`config.mk`:
```
export PLATFORM = sky130hd
export DESIGN_NAME = bounded_deque
export DESIGN_NICKNAME = d
export VERILOG_FILES = /design/src/sv/bdq_pkg.sv /design/src/sv/bounded_deque.sv /design/src/sv/bdq_store.sv /design/src/sv/bdq_ctrl.sv
export SDC_FILE = /design/constraint.sdc
export NUM_CORES = 1
export LEC_CHECK = 0
export ABC_AREA = 1
export BUFFER_PORTS_ARGS = -buffer_cell sky130_fd_sc_hd__buf_2
export CAP_MARGIN = 40
export CELL_PAD_IN_SITES_DETAIL_PLACEMENT = 1
export CELL_PAD_IN_SITES_GLOBAL_PLACEMENT = 1
export CORE_ASPECT_RATIO = 1.5
export CORE_UTILIZATION = 50
export DETAILED_ROUTE_END_ITERATION = 10
export PLACE_DENSITY = 0.77
export SLEW_MARGIN = 20
export SYNTH_ARGS = -nofsm -noshare
export SYNTH_HDL_FRONTEND = slang
export SYNTH_SLANG_ARGS = --single-unit
```
`constraint.sdc`:
```
create_clock -name i_clk -period 5 [get_ports i_clk]
set_input_delay 0.75 -clock i_clk [delete_from_list [all_inputs] [get_ports i_clk]]
set_output_delay 0.75 -clock i_clk [all_outputs]
set_load 0.05 [all_outputs]
```
`src/sv/bdq_pkg.sv`:
```
// bdq_pkg: shared types and codes for the bounded deque.
// Holds the operation and status codes and the item structs; no dependencies.
package bdq_pkg;

    localparam int VALUE_BITS = 32;
    localparam int COUNT_BITS = 5;

    typedef enum logic [1:0] {
        OP_PUSH_FRONT = 2'd0,
        OP_PUSH_BACK  = 2'd1,
        OP_POP_FRONT  = 2'd2,
        OP_POP_BACK   = 2'd3
    } t_op;

    typedef enum logic [1:0] {
        ST_OK    = 2'd0,
        ST_EMPTY = 2'd1,
        ST_FULL  = 2'd2
    } t_status;

    typedef struct packed {
        logic [1:0]            operation;
        logic [VALUE_BITS-1:0] entry_value;
    } t_in_item;

    typedef struct packed {
        logic [1:0]            status;
        logic [VALUE_BITS-1:0] popped_value;
        logic [COUNT_BITS-1:0] entry_count;
    } t_out_item;

    // Result side of the control unit, aligned with the store's read data.
    typedef struct packed {
        logic                  done;
        logic                  pop_ok;
        t_status               status;
        logic [COUNT_BITS-1:0] count;
    } t_ctrl_res;

endpackage

```
`src/sv/bounded_deque.sv`:
```
// bounded_deque: double-ended queue of DEPTH entries kept as a ring in one memory.
// Depends on bdq_pkg, bdq_ctrl and bdq_store.
//
// Usage:
//   Command channel: drive start with i_item (operation, entry_value). The item
//   is taken at a rising edge where start is high and busy is low.
//   Result channel: o_done pulses for exactly one cycle with o_result (status,
//   popped_value, entry_count). The receiver cannot stall it; sample it then.
// Results: every item gives one result, in the cycle after it is taken.
// Throughput: one item per cycle while busy is low. The ring pointer and count
//   update in the same cycle the store is written (push) or read (pop); pop data
//   comes out of the store's registered read port in the next cycle, alongside the status.
// Operations: push front, push back, pop front, pop back. A push into a full
//   ring is refused with status full; a pop from an empty ring with status
//   empty. Refused items leave the ring untouched and return popped_value zero.
// Reset (synchronous, active low): clear head and count, drop any pending
//   result and hold busy high in the cycle after release. Memory contents are
//   not cleared; only written entries are ever read.
module bounded_deque #(
    parameter int DEPTH      = 16,
    parameter int ENTRY_BITS = 32
) (
    input  logic                 i_clk,
    input  logic                 i_rst_n,
    input  logic                 start,
    output logic                 busy,
    input  bdq_pkg::t_in_item    i_item,
    output logic                 o_done,
    output bdq_pkg::t_out_item   o_result
);

    localparam int AW = $clog2(DEPTH);
    localparam int WIDE = (ENTRY_BITS > bdq_pkg::VALUE_BITS) ? ENTRY_BITS
                                                             : bdq_pkg::VALUE_BITS;

    logic                  r_busy;
    logic                  w_accept;
    logic                  w_we, w_re;
    logic [AW-1:0]         w_addr;
    logic [WIDE-1:0]       w_wide_in, w_wide_out;
    logic [ENTRY_BITS-1:0] w_wdata, w_rdata;
    bdq_pkg::t_ctrl_res    w_res;

    // Hold off items while in reset and in the cycle after release.
    always_ff @(posedge i_clk) begin
        if (!i_rst_n) begin
            r_busy <= 1'b1;
        end else begin
            r_busy <= 1'b0;
        end
    end

    assign busy     = r_busy;
    assign w_accept = start && !r_busy;

    // Keep only ENTRY_BITS of the pushed value; pad with zeros when wider.
    assign w_wide_in = WIDE'(i_item.entry_value);
    assign w_wdata   = w_wide_in[ENTRY_BITS-1:0];

    bdq_ctrl #(
        .DEPTH (DEPTH)
    ) u_ctrl (
        .i_clk       (i_clk),
        .i_rst_n     (i_rst_n),
        .i_accept    (w_accept),
        .i_operation (i_item.operation),
        .o_we        (w_we),
        .o_re        (w_re),
        .o_addr      (w_addr),
        .o_res       (w_res)
    );

    bdq_store #(
        .DEPTH      (DEPTH),
        .ENTRY_BITS (ENTRY_BITS)
    ) u_store (
        .i_clk   (i_clk),
        .i_we    (w_we),
        .i_re    (w_re),
        .i_addr  (w_addr),
        .i_wdata (w_wdata),
        .o_rdata (w_rdata)
    );

    // Zero the value for pushes and refused pops.
    assign w_wide_out = WIDE'(w_rdata);

    always_comb begin
        o_done                = w_res.done;
        o_result.status       = w_res.status;
        o_result.entry_count  = w_res.count;
        o_result.popped_value = w_res.pop_ok ? w_wide_out[bdq_pkg::VALUE_BITS-1:0] : '0;
    end

    // Every accepted item gives exactly one result in the next cycle.
    a_one_result: assert property (@(posedge i_clk) disable iff (!i_rst_n)
        w_accept |=> o_done)
        else $error("accepted item gave no result");

    a_no_spurious: assert property (@(posedge i_clk) disable iff (!i_rst_n)
        !w_accept |=> !o_done)
        else $error("result without an accepted item");

    // A refused push only happens with the ring full.
    a_full_count: assert property (@(posedge i_clk) disable iff (!i_rst_n)
        (o_done && o_result.status == bdq_pkg::ST_FULL)
            |-> (o_result.entry_count == bdq_pkg::COUNT_BITS'(DEPTH)))
        else $error("full status with ring not full");

    // A refused pop leaves an empty ring and a zero value.
    a_empty_pop: assert property (@(posedge i_clk) disable iff (!i_rst_n)
        (o_done && o_result.status == bdq_pkg::ST_EMPTY)
            |-> (o_result.entry_count == '0 && o_result.popped_value == '0))
        else $error("empty status with entries held or value returned");

endmodule

```
`src/sv/bdq_store.sv`:
```
// bdq_store: entry memory of the deque, one write or one read per cycle.
// Read data is registered. No package dependency.
module bdq_store #(
    parameter int DEPTH      = 16,
    parameter int ENTRY_BITS = 32
) (
    input  logic                         i_clk,
    input  logic                         i_we,
    input  logic                         i_re,
    input  logic [$clog2(DEPTH)-1:0]     i_addr,
    input  logic [ENTRY_BITS-1:0]        i_wdata,
    output logic [ENTRY_BITS-1:0]        o_rdata
);

    logic [ENTRY_BITS-1:0] r_mem [DEPTH];
    logic [ENTRY_BITS-1:0] r_rdata;

    always_ff @(posedge i_clk) begin
        if (i_we) begin
            r_mem[i_addr] <= i_wdata;
        end
    end

    always_ff @(posedge i_clk) begin
        if (i_re) begin
            r_rdata <= r_mem[i_addr];
        end
    end

    assign o_rdata = r_rdata;

endmodule

```
`src/sv/bdq_ctrl.sv`:
```
// bdq_ctrl: head pointer and fill count of the ring, store addressing and status.
// Depends on bdq_pkg.
module bdq_ctrl #(
    parameter int DEPTH = 16
) (
    input  logic                          i_clk,
    input  logic                          i_rst_n,
    input  logic                          i_accept,
    input  logic [1:0]                    i_operation,
    output logic                          o_we,
    output logic                          o_re,
    output logic [$clog2(DEPTH)-1:0]      o_addr,
    output bdq_pkg::t_ctrl_res            o_res
);

    localparam int AW = $clog2(DEPTH);
    localparam int CW = $clog2(DEPTH + 1);
    localparam int SW = CW + 1;

    logic [AW-1:0] r_head, n_head;
    logic [CW-1:0] r_count, n_count;
    bdq_pkg::t_ctrl_res r_res, n_res;

    bdq_pkg::t_op  w_op;
    logic          w_full, w_empty;
    logic [AW-1:0] w_head_dec, w_head_inc;
    logic [CW-1:0] w_offset;
    logic [SW-1:0] w_sum;
    logic [AW-1:0] w_pos;

    always_comb begin
        w_op       = bdq_pkg::t_op'(i_operation);
        w_full     = (r_count == CW'(DEPTH));
        w_empty    = (r_count == '0);
        w_head_dec = (r_head == '0) ? AW'(DEPTH - 1) : r_head - AW'(1);
        w_head_inc = (r_head == AW'(DEPTH - 1)) ? '0 : r_head + AW'(1);
        // Back slot for a push is head+count; last entry for a pop is head+count-1.
        w_offset   = (w_op == bdq_pkg::OP_POP_BACK) ? r_count - CW'(1) : r_count;
        w_sum      = SW'(r_head) + SW'(w_offset);
        w_pos      = (w_sum >= SW'(DEPTH)) ? AW'(w_sum - SW'(DEPTH)) : AW'(w_sum);

        n_head      = r_head;
        n_count     = r_count;
        o_we        = 1'b0;
        o_re        = 1'b0;
        o_addr      = w_pos;
        n_res       = '0;
        n_res.done  = i_accept;
        n_res.status = bdq_pkg::ST_OK;

        case (w_op)
            bdq_pkg::OP_PUSH_FRONT: begin
                if (w_full) begin
                    n_res.status = bdq_pkg::ST_FULL;
                end else begin
                    o_we    = i_accept;
                    o_addr  = w_head_dec;
                    if (i_accept) begin
                        n_head  = w_head_dec;
                        n_count = r_count + CW'(1);
                    end
                end
            end
            bdq_pkg::OP_PUSH_BACK: begin
                if (w_full) begin
                    n_res.status = bdq_pkg::ST_FULL;
                end else begin
                    o_we = i_accept;
                    if (i_accept) begin
                        n_count = r_count + CW'(1);
                    end
                end
            end
            bdq_pkg::OP_POP_FRONT: begin
                if (w_empty) begin
                    n_res.status = bdq_pkg::ST_EMPTY;
                end else begin
                    o_re         = i_accept;
                    o_addr       = r_head;
                    n_res.pop_ok = 1'b1;
                    if (i_accept) begin
                        n_head  = w_head_inc;
                        n_count = r_count - CW'(1);
                    end
                end
            end
            bdq_pkg::OP_POP_BACK: begin
                if (w_empty) begin
                    n_res.status = bdq_pkg::ST_EMPTY;
                end else begin
                    o_re         = i_accept;
                    n_res.pop_ok = 1'b1;
                    if (i_accept) begin
                        n_count = r_count - CW'(1);
                    end
                end
            end
            default: begin
                n_res.status = bdq_pkg::ST_OK;
            end
        endcase

        // Count after the operation, cut to the result field.
        n_res.count = bdq_pkg::COUNT_BITS'(n_count);
    end

    always_ff @(posedge i_clk) begin
        if (!i_rst_n) begin
            r_head      <= '0;
            r_count     <= '0;
            r_res       <= '0;
        end else begin
            r_head      <= n_head;
            r_count     <= n_count;
            r_res       <= n_res;
        end
    end

    assign o_res = r_res;

endmodule

```
## Word-level counts from Yosys, hierarchy flattened

Memories as Yosys holds them, arrays and structs flattened. A register that Yosys moved wholly into a read port is not among the register bits.
Cells that the tools add are included.

| operators by class | value |
|---|---|
| reduce and logical (&&, ||, !) cells | 11 |
| bitwise operators | 0 |
| mux-type cells | 29 |
| multiply operators | 0 |
| divide/modulo/power cells | 0 |
| shift-type cells | 0 |
| $add $sub $neg | 6 |
| eq/ne operators | 13 |
| $lt $le $gt $ge | 1 |

Operators with widths:

| cell | count |
|---|---|
| $mux W4 | 9 |
| $mux W32 | 1 |
| $mux W5 | 5 |
| $pmux W4 S2 | 2 |
| $pmux W5 S2 | 1 |
| $mux W1 | 9 |
| $ne A2 B1 Y1 const B | 4 |
| $ne A2 B2 Y1 const B | 4 |
| $sub A4 B1 Y4 const B | 2 |
| $add A4 B5 Y6 | 1 |
| $ge A6 B5 Y1 const B | 1 |
| $add A5 B1 Y5 const B | 1 |
| $eq A5 B5 Y1 const B | 1 |
| $logic_not A5 Y1 | 1 |
| $reduce_and A5 Y1 | 1 |
| $sub A5 B1 Y5 const B | 1 |
| $add A4 B1 Y4 const B | 1 |
| $eq A2 B2 Y1 const B | 2 |
| $eq A4 B4 Y1 const B | 1 |
| $logic_not A4 Y1 | 1 |
| $pmux W2 S2 | 1 |
| $reduce_and A4 Y1 | 1 |
| $reduce_or A2 Y1 | 2 |
| $eq A2 B1 Y1 const B | 1 |
| 6 further kinds | 6 |

| storage, ports and cells | value |
|---|---|
| register bits after elaboration | 14 |
| output and inout port bits | 41 |
| logic and storage cells | 67 |
| bits in read-only memories | 0 |
| bits in writable memories | 512 |
| bits in latches | 0 |
| input bits | 37 |
| memories | 1 |

Memory list:

| name | depth | width | read ports | clocked after Yosys merged registers in | wr ports | RTL line | source |
|---|---|---|---|---|---|---|---|
| u_store.r_mem | 16 | 32 | 1 | 1 | 1 | bdq_store.sv:15 | `logic [ENTRY_BITS-1:0] r_mem [DEPTH];` |

## Logic depth before layout (Yosys ltp)

| logic depth | value |
|---|---|
| word-level depth | 7 |
| mapped depth | 20 |
| gate-level depth less buffers | 17 |

## Hierarchy

From an unflattened synthesis, not the netlist that was laid out.

| second synthesis, totals | value |
|---|---|
| cell total of the unflattened synthesis | 2364 |
| area total of the unflattened synthesis | 24078.1 um2 |

Modules (own cells, without submodules):

| module | times used | area an instance (um2) | cells each | sequential area each (um2) |
|---|---|---|---|---|
| bdq_store | 1 | 22534.1 | 2113 | 16335.7 |
| bdq_ctrl | 1 | 1238.7 | 180 | 260.2 |
| bounded_deque | 1 | 305.3 | 71 | 20.0 |

## Worst setup path before layout

No wires, ideal clock.

| path | value |
|---|---|
| path type | input-to-reg |
| start | input port i_item[33] in the netlist's numbering |
| end | memory u_store.r_mem[8][0], enable pin |
| library setup time | 421 ps |
| data arrival time | 4218 ps |
| required time | 4579 ps |
| path slack | 361 ps |
| path buffers | 3 |
| stages | 16 |
| cell sequence | buf_4 > nand2_1 > xor2_1 > ha_1 > inv_1 > fa_1 > inv_1 > nand2_1 > nand3_1 > o21ai_2 > inv_1 > nand2_1 > buf_4 > buf_2 > nand4_1 > nor2_1 |

| on the way | value |
|---|---|
| longest elaborated chain between the ends | 7 |
| elaborated cells on any way between the ends | 16 |
| those cells by class | 2 x add/sub; 1 x order compare; 3 x eq/ne; 8 x mux; 2 x reduce/logical |

Ends and longest elaborated chain:

| what | RTL line | source |
|---|---|---|
| start: declaration | bounded_deque.sv:27 | `input bdq_pkg::t_in_item i_item,` |
| $eq A2 B2 Y1 | bdq_ctrl.sv:38 | `w_offset = (w_op == bdq_pkg::OP_POP_BACK) ? r_count - CW'(1) : r_count;` |
| $mux W5 | bdq_ctrl.sv:38 |  |
| $add A4 B5 Y6 | bdq_ctrl.sv:39 | `w_sum = SW'(r_head) + SW'(w_offset);` |
| $ge A6 B5 Y1 or $sub A4 B1 Y4 (tied branches) | bdq_ctrl.sv:40 | `w_pos = (w_sum >= SW'(DEPTH)) ? AW'(w_sum - SW'(DEPTH)) : AW'(w_sum);` |
| $mux W4 | bdq_ctrl.sv:40 |  |
| $mux W4 (on tied branches) | bdq_ctrl.sv:75, bdq_ctrl.sv:53 |  |
| $pmux W4 S2 | bdq_ctrl.sv:51 | `case (w_op)` |
| end: declaration | bdq_store.sv:15 |  |

Several ways; a longest one is shown, not always the timed one.

## Final worst setup path

| path | value |
|---|---|
| start | register u_ctrl.r_count[0] |
| end | memory u_store.r_mem[3][3], enable pin |

| on the way | value |
|---|---|
| longest elaborated chain between the ends | 7 |
| elaborated cells on any way between the ends | 15 |
| those cells by class | 3 x add/sub; 1 x order compare; 1 x eq/ne; 9 x mux; 1 x reduce/logical |

Ends and longest elaborated chain:

| what | RTL line | source |
|---|---|---|
| start: declaration | bdq_ctrl.sv:21 | `logic [CW-1:0] r_count, n_count;` |
| start signal: assignment | bdq_ctrl.sv:114 | `r_count <= n_count;` |
| $sub A5 B1 Y5 | bdq_ctrl.sv:38 |  |
| $mux W5 | bdq_ctrl.sv:38 |  |
| $add A4 B5 Y6 | bdq_ctrl.sv:39 |  |
| $ge A6 B5 Y1 or $sub A4 B1 Y4 (tied branches) | bdq_ctrl.sv:40 |  |
| $mux W4 | bdq_ctrl.sv:40 |  |
| $mux W4 (on tied branches) | bdq_ctrl.sv:75, bdq_ctrl.sv:53 |  |
| $pmux W4 S2 | bdq_ctrl.sv:51 |  |

Several ways; a longest one is shown, not always the timed one.

==> key figures <==
Status
  • Status: complete, no violations

Drt
  • Initial drt markers: roughly 1200
  • Routed Antenna Nets: 0
  • Initial DRT Pass Iterations: 5
  • # DRC: 0
  • Wire length per cell: 22.09 µm
  • Total number of vias: 17320
  • Vias per inst: 5.569
  • Post-Route WL: 68.73 mm

Global route
  • Total gr overflow: 0
  • Vias in the first global route: 18830
  • Total track usage: 0.2828
  • Largest net degree at the start of global routing: 175
  • First-pass GRT wire length: 107.2 mm
  • Initial antenna violation count: 2

Pwr
  • PwrDens: 415.0 nW/µm²
  • Pwr Total: 0.01127 W
  • Worst vdd ir: 0.3639 mV
  • LEAKAGE: 11.44 nW

Timing
  • FMAX: 244.8 MHz
  • Worst-Margin Slew: 0.8242 ns
  • Fin crit period: about 4.1 ns
  • Skew final: 0.01126 ns
  • Final setup violation count: 0
  • Setup TNS: 0 ns
  • Unrepaired setup endpoints after global routing: false
  • Slew margin rel.: 0.4505
  • Final Hold Vio Count: 0
  • Period utilization: 0.8171
  • Slew Limit Fails: 0

Floorplanning
  • Starting Density: 0.5094
  • Die Y-Extent: 272.7 µm
  • Width of the die: 182.5 µm
  • # rows: 98
  • Num ports: 78
  • Die ar.: 49760 µm²
  • CORE AREA: 47940 µm²

Critical path
  • Reg-to-reg slack, setup: 0.91 ns
  • CP required: about 5.3 ns
  • Worst r2r dst: u_store.r_mem[3][3]$_DFFE_PP_
  • Crit path capture: u_store.r_mem[3][3]$_DFFE_PP_
  • Crit path from: u_ctrl.r_count[0]$_SDFFE_PN0P_
  • Setup CP Type: flop to flop
  • CP Launch Type: flop
  • Worst R2R Start: u_ctrl.r_count[0]$_SDFFE_PN0P_
  • Cells on worst reg2reg path: 18
  • Worst EP arrival: 4.36 ns
  • Critical path peak fanout: 19
  • Crit path capture type: flop

Cells and area
  • Most common cell after layout, fill and taps aside: nand2_1
  • Multi-input logic area: 6889 µm²
  • Fin util: 0.5662
  • Most frequent cells in the layout: 1245 x nand2_1, 544 x edfxtp_1, 279 x nand3_1, 77 x buf_2, 59 x inv_1
  • Fill cells: 5203
  • Share of layout cells above drive strength 1: 0.09268
  • Nets: approximately 2500
  • Synth-to-layout area growth: 11.13%
  • Register area: 16620 µm²

Synth
  • Post-synthesis sequential area ratio: 0.6803
  • Area contributors post-synth: edfxtp_1 67%, nand2_1 19%, nand3_1 5.7%, buf_4 1.6%, buf_2 1.6%
  • Yosys reg bits: around 560
  • Area share of the largest cell type after synthesis: 0.6688
  • Synth area leader: edfxtp_1
  • Post-Syn Nets: around 2400
  • Netlist Area Pre-Place: 24420 µm²
  • Ys Warns: 0
  • Syn Area/Cell: 10.22 µm²
  • Yosys cell types: 36
  • Synthesized instance count: ~2400

Run
  • Maxcap violations: 0

Clock tree
  • Clk slew on worst S/H paths: about 0.06 ns
  • Num CTS Buffers: 52
  • CTS tree: built
  • Post-CTS Resized: 0
  • Worst skew pair latency: a little under 0.6 ns
  • Clock root cell: clkbuf_16
  • Clock buffer depth: 3
  • H-tree Lvls: 2
  • Clk sinks: 558
  • CTS Hold Bufs: 0
  • Postcts setup bufs: 0

Placed design
  • Placer Congestion: 0.8578
  • I/O Buffers: 77
  • Detailed Place HPWL: 38.59 mm

Worst hold path
  • Hold crit path type: primary input to flop
-- worst min path at each step --
stage	startpoint	slack, ns	to	cells after the start
3_3_place_gp	u_ctrl.r_count[4]$_SDFFE_PN0P_	0.48	u_ctrl.r_count[4]$_SDFFE_PN0P_	1
3_5_place_dp	u_ctrl.r_count[0]$_SDFFE_PN0P_	0.52	u_ctrl.r_count[0]$_SDFFE_PN0P_	1
6_report	i_rst_n	0.50	u_ctrl.o_res[7]$_SDFF_PN0_	3
4_1_cts	i_rst_n	0.47	u_ctrl.r_head[2]$_SDFFE_PN0P_	3
5_1_grt	i_rst_n	0.50	u_ctrl.r_head[2]$_SDFFE_PN0P_	3
2_1_floorplan	u_ctrl.r_count[4]$_SDFFE_PN0P_	0.47	u_ctrl.r_count[4]$_SDFFE_PN0P_	1
-- per-stage QoR --
| stage | hold slack [ns] | std cells | worst slack (ns) | instance area (µm²) |
|---|---|---|---|---|
| 3_3_place_gp | 0.4826 | 3012 | 0.7532 | 25400 |
| 4_1_cts | 0.4724 | 3110 | 0.9081 | 27140 |
| 2_1_floorplan | 0.4664 | 2389 | 0.3606 | 24420 |
| 3_5_place_dp | 0.5216 | 3016 | 0.6648 | 25510 |
| 5_1_grt | 0.4979 | 3111 | 0.6555 | 27140 |
| 6_report | 0.5012 | 3111 | 0.9143 | 27140 |
-- flip-flops by register name, summed over array words and instances, names as in the netlist --
register         count
u_store.o_rdata     32
u_ctrl.r_head        4
u_store.r_mem      512
u_ctrl.r_count       5
busy                 1
u_ctrl.o_res         4
-- layer usage --
| metal | track usage | vias to the layer above | part of all wire | wire (µm) |
|---|---|---|---|---|
| li1 | - | 7983 | - | - |
| met1 | 0.3399 | 8759 | 0.39 | 27040 |
| met2 | 0.5227 | 455 | 0.53 | 36730 |
| met3 | 0.02838 | 127 | 0.040 | 2777 |
| met4 | 0.1022 | 0 | 0.032 | 2172 |
| met5 | 0 | - | 0 | 0 |
-- cells by family (layout without fill, tap and decap cells) --
kind of cell,Yosys count,count (layout),share of synthesized area
xor+xnor,9,9,0.003227
other cells,0,1,0
flops,558,558,0.6803
fa+ha+maj,9,9,0.004918
compound gates,38,38,0.008401
buf+inv,209,280,0.04498
simple gates,1566,1566,0.2582
-- cells in the mapped netlist --
library cell / n
clkinv_1: 1
o21ai_0: 19
inv_1: 60
fa_1: 1
nand3_1: 279
o21ai_1: 1
nor3b_1: 1
nand4_1: 2
buf_1: 2
a211oi_1: 2
nand3_4: 2
nor2_1: 24
inv_2: 3
a21oi_2: 1
nor2_2: 1
dfxtp_1: 14
nand2_2: 2
or2_1: 2
o21ai_2: 1
a21oi_1: 13
xor2_1: 6
buf_6: 1
buf_8: 1
o31ai_1: 1
ha_1: 8
nand2_4: 1
nor3_2: 1
buf_4: 53
edfxtp_1: 544
nor3_1: 2
nand3_2: 1
buf_2: 77
nor2_4: 1
xnor2_1: 3
nand2_1: 1247
clkbuf_1: 11
-- report_power, final --
| group | internal, W | switching (W) | leakage, nW |
|---|---|---|---|
| Clock | 0.00216 | 0.00170 | 0.803 |
| Sequential | 0.00523 | 0.0000328 | 5.02 |
| Combinational | 0.000546 | 0.00159 | 5.62 |
| Total | 0.00794 | 0.00332 | 11.4 |
-- critical path, stage by stage (launching register included) --
cell and delay, ns:
dfxtp_1 0.44, inv_1 0.15, ha_1 0.34, inv_1 0.06
o21ai_0 0.30, inv_1 0.09, ha_1 0.28, nand3_1 0.06
nand2_1 0.08, xor2_1 0.19, inv_1 0.06, nand3_1 0.12
nand2_1 0.07, nand2_1 0.12, nand2_1 0.15, nand2_2 0.14
nand2_1 0.27, nor2_4 0.55, buf_12 0.28
-- final cells by class --
type                       count  share of cell area
antenna                        1          0.00009219
clock inverter                33            0.009404
sequential                   558              0.6122
multi-input combinational   1622              0.2538
clock buffer                  61             0.05075
tap                          650             0.02996
inverter                      64            0.008943
timing repair buffer         122             0.03485
Power figures use the tool's default switching activity.
